===== src/hw/rtl/epe_pkg.sv =====
// shared types, codes and field widths of the event packet expander
package epe_pkg;

  localparam int WordW   = 16;
  localparam int TimeW   = 32;
  localparam int KeyW    = 32;
  localparam int PayW    = 32;
  localparam int StatusW = 3;
  localparam int CountW  = 8;
  localparam int CfgIdxW = 3;
  localparam int CfgDataW = 32;
  localparam int InDataW  = 48;
  localparam int OutDataW = 64;
  localparam int OutUserW = 4;

  // result status codes
  localparam logic [StatusW-1:0] ST_SENT    = 3'd0;
  localparam logic [StatusW-1:0] ST_REJECT  = 3'd1;
  localparam logic [StatusW-1:0] ST_FUTURE  = 3'd2;
  localparam logic [StatusW-1:0] ST_LATE    = 3'd3;
  localparam logic [StatusW-1:0] ST_COMMAND = 3'd4;

  // configuration register indexes
  localparam logic [CfgIdxW-1:0] REG_USE_CFG_PREFIX = 3'd0;
  localparam logic [CfgIdxW-1:0] REG_KEY_PREFIX     = 3'd1;
  localparam logic [CfgIdxW-1:0] REG_PREFIX_SHIFT   = 3'd2;
  localparam logic [CfgIdxW-1:0] REG_CHECK_KEYS     = 3'd3;
  localparam logic [CfgIdxW-1:0] REG_KEY_REGION     = 3'd4;
  localparam logic [CfgIdxW-1:0] REG_KEY_MASK       = 3'd5;

  // packet types from header bits 11:10
  localparam logic [1:0] TYPE_K16   = 2'd0;
  localparam logic [1:0] TYPE_K16P  = 2'd1;
  localparam logic [1:0] TYPE_K32   = 2'd2;
  localparam logic [1:0] TYPE_K32P  = 2'd3;

  typedef struct packed {
    logic            use_cfg_prefix;
    logic [KeyW-1:0] key_prefix;
    logic [4:0]      prefix_shift;
    logic            check_keys;
    logic [KeyW-1:0] key_region;
    logic [KeyW-1:0] key_mask;
  } cfg_t;

  typedef struct packed {
    logic [KeyW-1:0]    key;
    logic [PayW-1:0]    payload;
    logic               pay_flag;
    logic [StatusW-1:0] status;
  } result_t;

  // packet parser phases, one-hot
  typedef enum logic [4:0] {
    PH_HEADER     = 5'b00001,
    PH_KEY_PREFIX = 5'b00010,
    PH_PAY_PREFIX = 5'b00100,
    PH_EVENTS     = 5'b01000,
    PH_SKIP       = 5'b10000
  } phase_t;

endpackage


===== src/hw/rtl/event_packet_expander_core.sv =====
// top level of the event packet expander
//
// channel   dir  handshake          contents
// s_*       in   s_tvalid/s_tready  tdata: word[15:0], current_time[47:16]; tlast: last_word
// m_*       out  m_tvalid/m_tready  tdata: key[31:0], payload[63:32];
//                                   tuser: pay_flag[0], status[3:1]
// cfg_*     in   cfg_we             cfg_index selects register, cfg_data value
//
// one packet word is taken per cycle while s_tready is high; each word is
// decoded and its result registered in the same cycle into the result buffer.
// rst is synchronous and returns the parser to expecting a header word.
// a two-entry result buffer lets one more word in while a result waits;
// s_tready drops only when both entries are held and m_tready is low.
module event_packet_expander_core (
  input  logic                           clk,
  input  logic                           rst,
  input  logic                           s_tvalid,
  output logic                           s_tready,
  input  logic [epe_pkg::InDataW-1:0]    s_tdata,   // word[15:0], current_time[47:16]
  input  logic                           s_tlast,
  output logic                           m_tvalid,
  input  logic                           m_tready,
  output logic [epe_pkg::OutDataW-1:0]   m_tdata,   // key[31:0], payload[63:32]
  output logic [epe_pkg::OutUserW-1:0]   m_tuser,   // pay_flag[0], status[3:1]
  input  logic                           cfg_we,
  input  logic [epe_pkg::CfgIdxW-1:0]    cfg_index,
  input  logic [epe_pkg::CfgDataW-1:0]   cfg_data
);

  epe_pkg::cfg_t    cfg;
  epe_pkg::result_t res, out_res;
  logic             res_valid;
  logic             accept;
  logic             can_take;

  assign s_tready = can_take;
  assign accept   = s_tvalid && can_take;

  // configuration registers
  epe_cfg_regs u_cfg (
    .clk       (clk),
    .rst       (rst),
    .cfg_we    (cfg_we),
    .cfg_index (cfg_index),
    .cfg_data  (cfg_data),
    .cfg       (cfg)
  );

  // packet parser
  epe_parser u_parser (
    .clk          (clk),
    .rst          (rst),
    .cfg          (cfg),
    .accept       (accept),
    .word         (s_tdata[15:0]),
    .last_word    (s_tlast),
    .current_time (s_tdata[47:16]),
    .res_valid    (res_valid),
    .res          (res)
  );

  // result buffer
  epe_out_buf u_out (
    .clk       (clk),
    .rst       (rst),
    .push      (res_valid),
    .push_data (res),
    .can_take  (can_take),
    .out_valid (m_tvalid),
    .out_ready (m_tready),
    .out_data  (out_res)
  );

  assign m_tdata = {out_res.payload, out_res.key};
  assign m_tuser = {out_res.status, out_res.pay_flag};

endmodule


===== src/hw/rtl/epe_cfg_regs.sv =====
// configuration register file of the event packet expander
module epe_cfg_regs (
  input  logic                          clk,
  input  logic                          rst,
  input  logic                          cfg_we,
  input  logic [epe_pkg::CfgIdxW-1:0]   cfg_index,
  input  logic [epe_pkg::CfgDataW-1:0]  cfg_data,
  output epe_pkg::cfg_t                 cfg
);

  // register writes, indexes past the list are dropped
  always_ff @(posedge clk) begin
    if (rst) begin
      cfg <= '0;
    end else if (cfg_we) begin
      case (cfg_index)
        epe_pkg::REG_USE_CFG_PREFIX: cfg.use_cfg_prefix <= cfg_data[0];
        epe_pkg::REG_KEY_PREFIX:     cfg.key_prefix     <= cfg_data;
        epe_pkg::REG_PREFIX_SHIFT:   cfg.prefix_shift   <= cfg_data[4:0];
        epe_pkg::REG_CHECK_KEYS:     cfg.check_keys     <= cfg_data[0];
        epe_pkg::REG_KEY_REGION:     cfg.key_region     <= cfg_data;
        epe_pkg::REG_KEY_MASK:       cfg.key_mask       <= cfg_data;
        default: ;
      endcase
    end
  end

endmodule


===== src/hw/rtl/epe_parser.sv =====
// packet parser: header, prefixes, event assembly, key filter, status
module epe_parser (
  input  logic                        clk,
  input  logic                        rst,
  input  epe_pkg::cfg_t               cfg,
  input  logic                        accept,
  input  logic [epe_pkg::WordW-1:0]   word,
  input  logic                        last_word,
  input  logic [epe_pkg::TimeW-1:0]   current_time,
  output logic                        res_valid,
  output epe_pkg::result_t            res
);

  epe_pkg::phase_t              phase, phase_next;
  logic                         hb_f, hb_f_next;
  logic                         hb_d, hb_d_next;
  logic                         hb_t, hb_t_next;
  logic [1:0]                   ptype, ptype_next;
  logic [epe_pkg::CountW-1:0]   events_left, events_left_next;
  logic [epe_pkg::KeyW-1:0]     key_pfx, key_pfx_next;
  logic [epe_pkg::PayW-1:0]     pay_pfx, pay_pfx_next;
  logic [47:0]                  partial, partial_next;
  logic [1:0]                   wie, wie_next;

  // per-word work of the current phase
  always_comb begin
    logic                       do_after;
    logic                       last_of_event;
    logic [epe_pkg::WordW-1:0]  w0, w1, w2, w3;
    logic [epe_pkg::KeyW-1:0]   key;
    logic [epe_pkg::PayW-1:0]   pay;
    logic [epe_pkg::CountW-1:0] ev_dec;

    phase_next       = phase;
    hb_f_next        = hb_f;
    hb_d_next        = hb_d;
    hb_t_next        = hb_t;
    ptype_next       = ptype;
    events_left_next = events_left;
    key_pfx_next     = key_pfx;
    pay_pfx_next     = pay_pfx;
    partial_next     = partial;
    wie_next         = wie;
    res_valid        = 1'b0;
    res              = '0;
    do_after         = 1'b0;
    last_of_event    = 1'b0;
    w0 = partial[15:0];
    w1 = partial[31:16];
    w2 = partial[47:32];
    w3 = word;
    key = '0;
    pay = '0;
    ev_dec = events_left - epe_pkg::CountW'(1);

    unique case (phase)
      epe_pkg::PH_HEADER: begin
        if (word == '0) begin
          phase_next = epe_pkg::PH_SKIP;
        end else if (word[15:14] == 2'b01) begin
          // command packet
          phase_next = epe_pkg::PH_SKIP;
          res_valid  = 1'b1;
          res.status = epe_pkg::ST_COMMAND;
        end else begin
          hb_f_next        = word[14];
          hb_d_next        = word[13];
          hb_t_next        = word[12];
          ptype_next       = word[11:10];
          events_left_next = word[7:0];
          key_pfx_next     = cfg.key_prefix;
          pay_pfx_next     = '0;
          if (!word[15] && cfg.use_cfg_prefix) begin
            hb_f_next = (cfg.prefix_shift == '0);
          end
          wie_next     = '0;
          partial_next = '0;
          if (word[15]) begin
            phase_next = epe_pkg::PH_KEY_PREFIX;
          end else if (word[13]) begin
            phase_next = epe_pkg::PH_PAY_PREFIX;
          end else begin
            do_after = 1'b1;
          end
        end
      end
      epe_pkg::PH_KEY_PREFIX: begin
        key_pfx_next = hb_f ? {word, 16'h0000} : {16'h0000, word};
        if (hb_d) begin
          phase_next = epe_pkg::PH_PAY_PREFIX;
        end else begin
          do_after = 1'b1;
        end
      end
      epe_pkg::PH_PAY_PREFIX: begin
        if (ptype[1]) begin
          if (wie == 2'd0) begin
            pay_pfx_next = {16'h0000, word};
            wie_next     = 2'd1;
          end else begin
            pay_pfx_next = {word, pay_pfx[15:0]};
            do_after     = 1'b1;
          end
        end else begin
          pay_pfx_next = {16'h0000, word};
          do_after     = 1'b1;
        end
      end
      epe_pkg::PH_EVENTS: begin
        // a word closes the event when it is the last one the type needs
        unique case (ptype)
          epe_pkg::TYPE_K16:  last_of_event = 1'b1;
          epe_pkg::TYPE_K16P: last_of_event = (wie == 2'd1);
          epe_pkg::TYPE_K32:  last_of_event = (wie == 2'd1);
          epe_pkg::TYPE_K32P: last_of_event = (wie == 2'd3);
          default:            last_of_event = 1'b1;
        endcase
        if (!last_of_event) begin
          unique case (wie)
            2'd0:    partial_next[15:0]  = word;
            2'd1:    partial_next[31:16] = word;
            default: partial_next[47:32] = word;
          endcase
          wie_next = wie + 2'd1;
        end else begin
          unique case (ptype)
            epe_pkg::TYPE_K16: begin
              key = {16'h0000, word};
              pay = '0;
            end
            epe_pkg::TYPE_K16P: begin
              key = {16'h0000, w0};
              pay = {16'h0000, word};
            end
            epe_pkg::TYPE_K32: begin
              key = {word, w0};
              pay = '0;
            end
            default: begin
              key = {w1, w0};
              pay = {w3, w2};
            end
          endcase
          if (!hb_f) begin
            key = {key[15:0], 16'h0000};
          end
          key = key | key_pfx;
          pay = pay | pay_pfx;
          wie_next         = '0;
          partial_next     = '0;
          events_left_next = ev_dec;
          if (ev_dec == '0) begin
            phase_next = epe_pkg::PH_SKIP;
          end
          res_valid = 1'b1;
          res.key   = key;
          if (cfg.check_keys && ((key & cfg.key_mask) != cfg.key_region)) begin
            res.status = epe_pkg::ST_REJECT;
          end else begin
            res.status   = epe_pkg::ST_SENT;
            res.pay_flag = ptype[0] && !hb_t;
            res.payload  = (ptype[0] && !hb_t) ? pay : '0;
          end
        end
      end
      epe_pkg::PH_SKIP: ;
      default: phase_next = epe_pkg::PH_HEADER;
    endcase

    // end of prefixes: timestamp decision or start of events
    if (do_after) begin
      wie_next     = '0;
      partial_next = '0;
      if (ptype_next[0] && hb_t_next && (pay_pfx_next != current_time)) begin
        phase_next = epe_pkg::PH_SKIP;
        res_valid  = 1'b1;
        res.status = (pay_pfx_next > current_time) ? epe_pkg::ST_FUTURE
                                                   : epe_pkg::ST_LATE;
      end else begin
        phase_next = (events_left_next != '0) ? epe_pkg::PH_EVENTS : epe_pkg::PH_SKIP;
      end
    end

    // last word of a packet: next word is a header
    if (last_word) begin
      phase_next       = epe_pkg::PH_HEADER;
      events_left_next = '0;
      wie_next         = '0;
      partial_next     = '0;
    end

    if (!accept) begin
      res_valid = 1'b0;
    end
  end

  // parser state, advanced on each accepted beat
  always_ff @(posedge clk) begin
    if (rst) begin
      phase       <= epe_pkg::PH_HEADER;
      hb_f        <= 1'b0;
      hb_d        <= 1'b0;
      hb_t        <= 1'b0;
      ptype       <= '0;
      events_left <= '0;
      key_pfx     <= '0;
      pay_pfx     <= '0;
      partial     <= '0;
      wie         <= '0;
    end else if (accept) begin
      phase       <= phase_next;
      hb_f        <= hb_f_next;
      hb_d        <= hb_d_next;
      hb_t        <= hb_t_next;
      ptype       <= ptype_next;
      events_left <= events_left_next;
      key_pfx     <= key_pfx_next;
      pay_pfx     <= pay_pfx_next;
      partial     <= partial_next;
      wie         <= wie_next;
    end
  end

endmodule


===== src/hw/rtl/epe_out_buf.sv =====
// two-entry result buffer between parser and output stream
module epe_out_buf (
  input  logic             clk,
  input  logic             rst,
  input  logic             push,
  input  epe_pkg::result_t push_data,
  output logic             can_take,
  output logic             out_valid,
  input  logic             out_ready,
  output epe_pkg::result_t out_data
);

  logic             valid0, valid1;
  epe_pkg::result_t data0, data1;
  logic             pop;

  assign pop       = valid0 && out_ready;
  assign out_valid = valid0;
  assign out_data  = data0;
  assign can_take  = !valid1 || out_ready;

  // valid flags
  always_ff @(posedge clk) begin
    if (rst) begin
      valid0 <= 1'b0;
      valid1 <= 1'b0;
    end else if (pop) begin
      if (valid1) begin
        valid1 <= push;
      end else begin
        valid0 <= push;
      end
    end else if (push) begin
      if (valid0) begin
        valid1 <= 1'b1;
      end else begin
        valid0 <= 1'b1;
      end
    end
  end

  // entry data
  always_ff @(posedge clk) begin
    if (pop) begin
      if (valid1) begin
        data0 <= data1;
        if (push) begin
          data1 <= push_data;
        end
      end else if (push) begin
        data0 <= push_data;
      end
    end else if (push) begin
      if (valid0) begin
        data1 <= push_data;
      end else begin
        data0 <= push_data;
      end
    end
  end

endmodule

===== config.mk =====
export PLATFORM = sky130hd
export DESIGN_NAME = event_packet_expander_core
export DESIGN_NICKNAME = d
export VERILOG_FILES = /design/src/hw/rtl/epe_pkg.sv /design/src/hw/rtl/event_packet_expander_core.sv /design/src/hw/rtl/epe_cfg_regs.sv /design/src/hw/rtl/epe_parser.sv /design/src/hw/rtl/epe_out_buf.sv
export SDC_FILE = /design/constraint.sdc
export NUM_CORES = 1
export LEC_CHECK = 0
export ABC_CLOCK_PERIOD_IN_PS = 9250
export BUFFER_PORTS_ARGS = -buffer_cell sky130_fd_sc_hd__buf_2
export CAP_MARGIN = 30
export CORE_ASPECT_RATIO = 1.4
export CORE_UTILIZATION = 60
export CTS_CLUSTER_DIAMETER = 100
export CTS_CLUSTER_SIZE = 20
export DETAILED_ROUTE_END_ITERATION = 7
export PLACE_DENSITY = 0.79
export SLEW_MARGIN = 20
export SYNTH_ARGS = -nofsm -noshare
export SYNTH_HDL_FRONTEND = slang
export SYNTH_SLANG_ARGS = --single-unit

===== constraint.sdc =====
create_clock -name clk -period 9.25 [get_ports clk]
set_input_delay 0.925 -clock clk [delete_from_list [all_inputs] [get_ports clk]]
set_output_delay 0.925 -clock clk [all_outputs]
set_load 0.01 [all_outputs]

# Word-level counts from Yosys, hierarchy flattened

Cells that the tools add are included.

Register bits: 373
Latch bits: 0
RAM bits: 0
Bits in read-only memories: 0
Output and inout port bits: 70
Word-level logic and storage cells: 219
Memories: 0

Add/subtract/negate cells: 2
$mul: 0
Divide/modulo/power cells: 0
Magnitude comparators: 1
Equality and inequality tests: 36
Shift operators: 0
Multiplexer cells: 101
Bitwise logic cells: 5
Reductions and logical operators: 45

Operators with widths:

| cell                                                             | number |
|---|---|
| 68-bit two-way mux                                               | 10 |
| 32-bit two-way mux                                               | 13 |
| 48-bit two-way mux                                               | 5 |
| 32-bit one-hot mux with 2 select lines                           | 3 |
| 32-bit one-hot mux with 3 select lines                           | 1 |
| 48-bit one-hot mux with 2 select lines                           | 1 |
| 65-bit two-way mux                                               | 1 |
| 32-bit != test                                                   | 2 |
| 32-bit OR                                                        | 2 |
| 5-bit two-way mux                                                | 11 |
| 16-bit two-way mux                                               | 3 |
| 33-bit two-way mux                                               | 1 |
| 32-bit bitwise AND                                               | 1 |
| 32-bit greater-than comparator                                   | 1 |
| 8-bit two-way mux                                                | 4 |
| 1-bit two-way mux                                                | 30 |
| 4-bit by 2-bit != test with 1-bit output (second input constant) | 5 |
| 5-bit one-hot mux with 4 select lines                            | 1 |
| 16-bit logical NOT                                               | 1 |
| 8-bit one-hot mux with 2 select lines                            | 1 |
| 2-bit AND reduction                                              | 8 |
| 5-bit AND reduction                                              | 3 |
| 2-bit two-way mux                                                | 7 |
| 3-bit two-way mux                                                | 4 |
| other kinds (39)                                                 | 71 |

# Logic depth before layout (Yosys ltp)

Gate-level depths: netlist of run 1.

Word-level depth: 18
Mapped depth: 20
Gate-level depth less buffers: 16

# Cells and area by module

From an unflattened synthesis of run 1, not the netlist that was laid out.

Cell total of the unflattened synthesis: 1887
Area total of the unflattened synthesis: 19052.0 um^2

By module, submodules not included:

| module                     | times used | cells each | area an instance (um^2) | seq. area each (um^2) |
|---|---|---|---|---|
| epe_parser                 | 1          | 1285       | 9814.4                  | 2642.5 |
| epe_out_buf                | 1          | 226        | 5087.4                  | 4124.0 |
| epe_cfg_regs               | 1          | 375        | 4144.0                  | 2062.0 |
| event_packet_expander_core | 1          | 1          | 6.3                     | 0.0 |

# Least setup slack after synthesis of run 1

Ideal clock, no wire load.

Kind: input -> register
Start point: input s_tdata[14] (netlist bit)
End point: register u_out.data0, in the netlist u_out.out_data[0] (enable)
Setup time: 0.523 ns
Arrival time: 7.193 ns
Required time: 8.727 ns
Slack: 1.534 ns
Stages: 18
Path buffers: 5
Cell sequence: clkbuf_1 -> nand2b_1 -> and4_1 -> clkbuf_1 -> o21a_1 -> nor2_1 -> or2_2 -> clkbuf_1 -> clkbuf_1 -> a22o_1 -> ha_1 -> nand4_1 -> nor4_1 -> nand2_1 -> and3_1 -> clkbuf_1 -> o31ai_1 -> a22oi_1

Cells in the longest elaborated chain, start to end: 11
Elaborated cells on any way between the ends: 28
Those cells by class: eq/ne (2); mux (20); reduce/logical (6)

Ends and longest elaborated chain:

| item                                           | line                             | source |
|---|---|---|
| start: declaration                             | event_packet_expander_core.sv:19 | `input logic [epe_pkg::InDataW-1:0] s_tdata,` |
| 2-bit by 1-bit equality test with 1-bit output | epe_parser.sv:60                 | `end else if (word[15:14] == 2'b01) begin` |
| 32-bit two-way mux                             | epe_parser.sv:60                 |  |
| 32-bit two-way mux *                           | epe_parser.sv:58                 | `if (word == '0) begin` |
| 32-bit one-hot mux with 2 select lines *       | epe_parser.sv:56                 | `unique case (phase)` |
| net u_parser.pay_pfx_next (one bit)            | epe_parser.sv:21                 | `logic [epe_pkg::PayW-1:0] pay_pfx, pay_pfx_next;` |
| 32-bit != test *                               | epe_parser.sv:174                | `if (ptype_next[0] && hb_t_next && (pay_pfx_next != current_time)) begin` |
| 1-bit logical AND *                            | epe_parser.sv:174                |  |
| 1-bit two-way mux *                            | epe_parser.sv:174                |  |
| 1-bit two-way mux *                            | epe_parser.sv:171                | `if (do_after) begin` |
| 1-bit two-way mux *                            | epe_parser.sv:192                | `if (!accept) begin` |
| 2-bit nonzero test (no source line)            | -                                |  |
| 3-bit AND reduction (no source line) *         | -                                |  |
| end signal: assignment                         | epe_out_buf.sv:46                | `data0 <= data1;` |
| end signal: assignment                         | epe_out_buf.sv:51                | `data0 <= push_data;` |
| end signal: assignment                         | epe_out_buf.sv:57                | `data0 <= push_data;` |
| end: declaration                               | epe_out_buf.sv:14                | `epe_pkg::result_t data0, data1;` |

Mark *: on every way through the listed nets, which the timed path passes. The rest lies on a longest branch.
A chain may end at the register's enable or synchronous reset.

# Worst setup path after layout of run 1

Start point: register u_parser.ptype[1]
End point: register u_out.data0, in the netlist u_out.out_data[22] (data pin)

Cells in the longest elaborated chain, start to end: 15
Elaborated cells on any way between the ends: 29
Those cells by class: eq/ne (4); mux (18); bitwise (3); reduce/logical (4)

Ends and longest elaborated chain:

| item                                        | line                                 | source |
|---|---|---|
| start: declaration                          | epe_parser.sv:18                     | `logic [1:0] ptype, ptype_next;` |
| start signal: assignment                    | epe_parser.sv:215                    | `ptype <= ptype_next;` |
| 2-bit equality test (tied with other cells) | epe_parser.sv:111, epe_parser.sv:126 |  |
| 32-bit one-hot mux with 3 select lines      | epe_parser.sv:126                    | `unique case (ptype)` |
| 32-bit two-way mux                          | epe_parser.sv:144                    | `if (!hb_f) begin` |
| 32-bit two-way mux                          | epe_parser.sv:118                    | `if (!last_of_event) begin` |
| 32-bit two-way mux                          | epe_parser.sv:56                     |  |
| 32-bit OR                                   | epe_parser.sv:147                    | `key = key \| key_pfx;` |
| 32-bit bitwise AND                          | epe_parser.sv:157                    | `if (cfg.check_keys && ((key & cfg.key_mask) != cfg.key_region)) begin` |
| 32-bit != test                              | epe_parser.sv:157                    |  |
| 1-bit logical AND                           | epe_parser.sv:157                    |  |
| 33-bit two-way mux                          | epe_parser.sv:157                    |  |
| 68-bit two-way mux *                        | epe_parser.sv:118                    |  |
| 65-bit two-way mux *                        | epe_parser.sv:56                     |  |
| 68-bit two-way mux (on tied branches)       | epe_out_buf.sv:54, epe_out_buf.sv:50 |  |
| 68-bit two-way mux (on tied branches)       | epe_out_buf.sv:53, epe_out_buf.sv:45 |  |
| 68-bit two-way mux *                        | epe_out_buf.sv:44                    | `if (pop) begin` |

Mark *: on every way between the ends. The rest lies on a longest branch, timed or not. The select of a mux whose other input is x is not followed.

==> metrics.cfg, run 1 <==
[global_route]
grt_pass1_wl_mm=88.67
overflow=0
grt_usage=0.3783
antenna_found_initial=3
grt_pass1_vias=15340
grt_max_degree=135

[yosys]
synth.area.top_cells=dfxtp_1 (26%), edfxtp_1 (23%), nand2_1 (7.8%)
synthArstFlopShare=0
netlist.area_leader.share=0.2630
yosysSeqAreaShare=0.4895
yosysMostFrequentCell=nand2_1
syn_inst=2065
ys_types=72
yosysWarnings=0
postSynthAreaPerCell_um2=8.735
synth_enable_flop_cells=136
synthTopCellsByCount=nand2_1 (376), a21oi_1 (247), dfxtp_1 (237), nor2_1 (200), clkbuf_1 (140)
syn-num-nets=2195
synth_area_um2=18040
synthFlopType=dfxtp_1
yosys_register_bits=373
yosys.area.top_type=dfxtp_1

[timing]
finalCritPeriodShare=0.6452
worstMarginPinSlew_ns=1.189
clock_skew_ns=0.02501
layout_setup_ws_ns=3.282
slew_viol_final=0
timing.fmax_mhz=167.6
fin_crit_ns=5.968
report.final.hold_viol_count=0
finalSetupTns_ns=0
slew_headroom=0.2075
rsz0062_at_grt=false
setup_violations=0

[floorplan]
rows=74
core_um2=29350
dieArea_um2=30770
die_h_um=207.2
ioPinCount=159
die_w_um=148.5
initial_core_util=0.6145

[worst_setup_path]
crit_arrival_ns=6.31
path_buf_inv=2
timing.critical_path.mode_cell=buf_4
crit_family=compound AO/OA/AOI/OAI gates
cp_data_required_time_ns=9.59
critPathLaunchType=flop
slowest_stage=ha_2
r2r_slack_ns=3.28
crit_type=reg -> reg
startpoint=u_parser.ptype[1]
cpPeakStageDelay_ns=0.84
worstPathMaxFanout=66
reg2reg_to=u_out.out_data[22]
end_kind=flop
crit_chain=ha_2 -> buf_4 -> or3_1 -> a221oi_1 -> a21oi_1 -> nor3b_1 -> a2111oi_0 -> nand4_1 -> o41ai_2 -> nand4b_1 -> buf_4 -> o31ai_1
r2r_start=u_parser.ptype[1]
r2r_cells=12

[final_layout]
nNetsFinal=2251
drive_gt1_frac=0.1331
areaGrowthSynthToFinish_pct=9.108
multi_input_area_um2=8413
n_fill_cell=2450
ff_latch_area_um2=8828

[worst_hold_path]
worstHoldEndpoint=u_cfg.cfg[76]
min_delay_path_depth=2
min-delay-start=u_cfg.cfg[76]
hold_path_class=reg -> reg

[place]
dp_hpwl_mm=40.86
preCtsSetupSlack_ns=3.212
io_buffer_count=158
place.gp.congestion=0.9846

[clock_tree]
cts_buffer_depth=3
cts_buffers=22
cts_tree=yes
postCtsHoldBufs=0
clkLatencyLatePin_ns=0.56
clk_pin_slew_worst_paths_ns=0.09
cts-resized-gates=0
root_buffer=clkbuf_16
clock_sinks=373
cts_setup_buffers=0
cts_htree_levels=1

[routing]
dr.pass1.iters=6
wl_met2_mm=28.85
routedWlPerCell_um=23.37
drt_wl_total_mm=58.78
wirelength_met1_mm=20.98
top_layer_used=met5
via_per_inst=6.416
dr_wl_met3_mm=4.631
detail-route-antenna-nets=0
drt_iter0_markers=1457
vias=16140
route.detailed.drc=0

[pwr]
peakVddDrop_mv=0.1334
power.density_nw_per_um2=164.1
leakage_nw=7.087

[run_status]
run_status=completed

[run]
maxCapViolCount=0

==> state kept, by name (all words and copies together) (netlist names) <==
name,count
u_out.data1,68
u_parser.phase,5
u_parser.hb_t,1
u_out.valid1,1
u_parser.key_pfx,32
u_out.out_data,68
u_parser.partial,48
u_parser.events_left,8
u_out.out_valid,1
u_parser.pay_pfx,32
u_parser.hb_f,1
u_parser.wie,2
u_parser.hb_d,1
u_parser.ptype,2
u_cfg.cfg,103
==> cells in the final DEF, fill, tap and decap left out, types with 23 or more instances in the layout <==
cell and n:
edfxtp_1 136, buf_2 157, o21ai_0 26, dfxtp_1 237
nor2b_1 30, ha_1 40, nand3b_1 28, a22o_1 33
nand3_1 67, a21oi_1 246, buf_4 32, clkbuf_16 23
nand2_1 376, mux2_2 29, nor3_1 30, inv_1 60
a211oi_1 55, nor2_1 194, and3_1 41, o31ai_1 42
==> how the worst max path moves through the flow <==
stage | endpoint | slack [ns] | cells after the start
after global routing | u_out.out_data[22] | 3.06 | 12
after floorplan | u_out.out_data[0] | 1.53 | 18
after global placement | u_out.out_data[50] | 3.18 | 15
after CTS | u_out.out_data[22] | 3.44 | 12
final | u_out.out_data[22] | 3.28 | 12
after detailed placement | u_out.out_data[58] | 3.21 | 15
==> layout make-up <==
class	count	share of cell area
sequential	373	0.4486
multi-input combinational	1471	0.4275
timing repair buffer	193	0.05607
clock buffer	35	0.03153
tap	380	0.02416
inverter	60	0.01144
clock inverter	1	0.0004450
antenna	2	0.0002543
==> kinds of logic after synthesis <==
| logic type | count (synthesis) | share of synthesized area |
|---|---|---|
| buffers and inverters | 221 | 0.04807 |
| xor gates and xnor gates | 4 | 0.001943 |
| DFF | 373 | 0.4895 |
| and+or+nand+nor | 867 | 0.2190 |
| adders and majority gates | 41 | 0.02844 |
| muxes | 36 | 0.02199 |
| AOI/OAI and AO/OA | 523 | 0.1911 |
==> where the power goes <==
part / internal (W) / switching, W
combinational: 0.000132 / 0.000313
clock: 0.000464 / 0.000548
sequential: 0.00174 / 0.0000376
==> stage by stage <==
stage | total power, W | utilization | cells | instance area [µm²] | hold slack (ns)
6_report | 0.003230 | 0.6705 | 2515 | 19680 | 0.4593
2_1_floorplan | 0.002060 | - | 2065 | 18040 | 0.4336
3_3_place_gp | 0.002231 | 0.6463 | 2474 | 18970 | 0.4408
3_5_place_dp | 0.002237 | 0.6470 | 2475 | 18990 | 0.4475
4_1_cts | 0.003220 | 0.6685 | 2511 | 19620 | 0.4590
5_1_grt | 0.003321 | 0.6704 | 2514 | 19680 | 0.4800
==> layer usage <==
metal	vias to the layer above	global-route usage
li1	7468	-
met1	7587	0.4383
met2	869	0.6499
met3	209	0.05088
met4	2	0.2424
met5	-	0
==> worst reg2reg max path: stages, from the launching register on <==
cell and delay (ns):
dfxtp_1 0.44, ha_2 0.84, buf_4 0.55, or3_1 0.58
a221oi_1 0.19, a21oi_1 0.39, nor3b_1 0.11, a2111oi_0 0.76
nand4_1 0.28, o41ai_2 0.67, nand4b_1 0.15, buf_4 0.36
o31ai_1 0.44
Note: power is estimated with default switching activity, not from simulation.
==> run 2: changes to the inputs <==
- ABC_CLOCK_PERIOD_IN_PS: 9250 -> 5450
- CORE_UTILIZATION: 60 -> 54
- PLACE_DENSITY: 0.79 -> 0.75
- clock period: 9.25 -> 5.45 ns (I/O delays scaled with it)
==> run 2 against run 1 <==
Compared with the run above: maximum frequency increased by 31%; routed wire length increased by 0.98%; combinational power up 74%; final cell count rose by 3.4%; utilization decreased by 5.7 points; count of clock-buffer cells in the layout is 1 higher; register-to-register slack worse by 2.4 ns; sequential share of layout area shrank 0.69 points; clock power rose by 71%; non-clock buffer count up 26; critical path depth grew 1; critical path type unchanged; largest cell class unchanged; largest power group unchanged.
==> metrics.cfg, run 2 (synthesized netlist as in run 1, its figures left out) <==
[run_status]
run_status=completed

[routing]
via_per_inst=6.176
drt_wl_total_mm=59.36
vias=16070
dr.pass1.iters=6
drt_iter0_markers=1476
detail-route-antenna-nets=0
route.detailed.drc=0
routedWlPerCell_um=22.82

[worst_setup_path]
crit_chain=inv_1 -> ha_1 -> buf_4 -> o31a_4 -> a221oi_1 -> nor3_1 -> a21oi_1 -> nand4_1 -> a211o_1 -> o41ai_2 -> nand4b_1 -> buf_12 -> o31ai_1
end_kind=flop
startpoint=u_parser.ptype[0]
cpPeakStageDelay_ns=0.85
crit_type=reg -> reg
critPathLaunchType=flop
crit_family=compound AO/OA/AOI/OAI gates
cp_data_required_time_ns=5.82
crit_arrival_ns=4.92
reg2reg_to=u_out.out_data[29]
slowest_stage=a221oi_1
r2r_slack_ns=0.90
r2r_cells=13
r2r_start=u_parser.ptype[0]
worstPathMaxFanout=66
path_buf_inv=3

[worst_hold_path]
min_delay_path_depth=3
min-delay-start=cfg_data[31]
worstHoldEndpoint=u_cfg.cfg[31]
hold_path_class=in -> reg

[clock_tree]
cts_htree_levels=1
cts_tree=yes
clkLatencyLatePin_ns=0.57
cts_setup_buffers=0
cts-resized-gates=0
postCtsHoldBufs=0
root_buffer=clkbuf_16
cts_buffers=22
clock_sinks=373
cts_buffer_depth=3
clk_pin_slew_worst_paths_ns=0.09

[final_layout]
ff_latch_area_um2=8828
largest_register_ffs=103
multi_input_area_um2=8411
largest_register=u_cfg.cfg
final_common_cell=nand2_1
design_area_um2=19990
areaGrowthSynthToFinish_pct=10.80
n_fill_cell=2927
final_cell_mix=nand2_1 (375), a21oi_1 (247), dfxtp_1 (237)
drive_gt1_frac=0.1431
nNetsFinal=2277

[timing]
fin_crit_ns=4.549
worstMarginPinSlew_ns=1.022
clock_skew_ns=0.02077
slew_viol_final=0
timing.fmax_mhz=219.8
setup_violations=0
finalCritPeriodShare=0.8347
finalSetupTns_ns=0
report.final.hold_viol_count=0
slew_headroom=0.3184
rsz0062_at_grt=false

[place]
io_buffer_count=158
placed_cell_area_um2=19350
place.gp.congestion=0.9801
dp_hpwl_mm=41.55

[global_route]
overflow=0
grt_pass1_wl_mm=89.36
grt_max_degree=120
antenna_found_initial=3
grt_usage=0.3492
grt_pass1_vias=15270

[floorplan]
dieArea_um2=34150
die_h_um=218.3
rows=78
core_um2=32600
die_w_um=156.5
initial_core_util=0.5534
ioPinCount=159

[pwr]
power.density_nw_per_um2=275.8
peakVddDrop_mv=0.2617
leakage_nw=7.226

[run]
maxCapViolCount=0

-- run 2: changes by cell type in the layout (fill, tap and decap cells not counted), sizes merged --
cell / delta
diode: -1
clkbuf: +1
buf: +26
-- run 2: tightest hold or removal path: cells and delay by family --
family	cells	cell delay (ns)
and+or+nand+nor	1	0.05
buffers and inverters	1	0.12
AOI/OAI and AO/OA	1	0.05
-- run 2: layout make-up --
cell class,count,area share
clock inverters,1,0.0004382
diodes,1,0.0001252
inverters,60,0.01127
multi-input cells,1471,0.4208
well taps,440,0.02755
flip-flops and latches,373,0.4417
clock buffers,36,0.03124
repair buffers,219,0.06680
-- run 2: worst max-delay path by stage --
| stage | endpoint | cells past startpoint |
|---|---|---|
| floorplan | u_out.out_data[0] | 18 |
| global placement | u_out.out_data[50] | 17 |
| detailed placement | u_out.out_data[59] | 17 |
| CTS | u_out.out_data[57] | 16 |
| global route | u_out.out_data[21] | 12 |
| finish | u_out.out_data[29] | 13 |
-- run 2: power breakdown --
part,switching (W),internal (W)
registers,0.0000646,0.00295
logic,0.000529,0.000242
clock network,0.000939,0.000790
-- run 2: routing by layer --
metal | global-route usage | vias up | part of all wire
li1 | - | 7512 | -
met1 | 0.4117 | 7647 | 0.37
met2 | 0.5967 | 736 | 0.48
met3 | 0.04343 | 168 | 0.077
met4 | 0.2271 | 2 | 0.070
met5 | 0 | - | 0.00030
-- run 2: metrics by stage --
step / power [W] / std cells / utilization / setup slack (ns) / hold slack, ns
finish: 0.005511 / 2601 / 0.6131 / 0.9007 / 0.2356
CTS: 0.005503 / 2600 / 0.6130 / 1.017 / 0.2347
global placement: 0.003811 / 2560 / 0.5924 / 0.6827 / 0.4416
global route: 0.005675 / 2601 / 0.6131 / 0.7032 / 0.2401
detailed placement: 0.003823 / 2563 / 0.5936 / 0.6011 / 0.4469
floorplan: 0.003502 / 2065 / - / 0.01166 / 0.4336
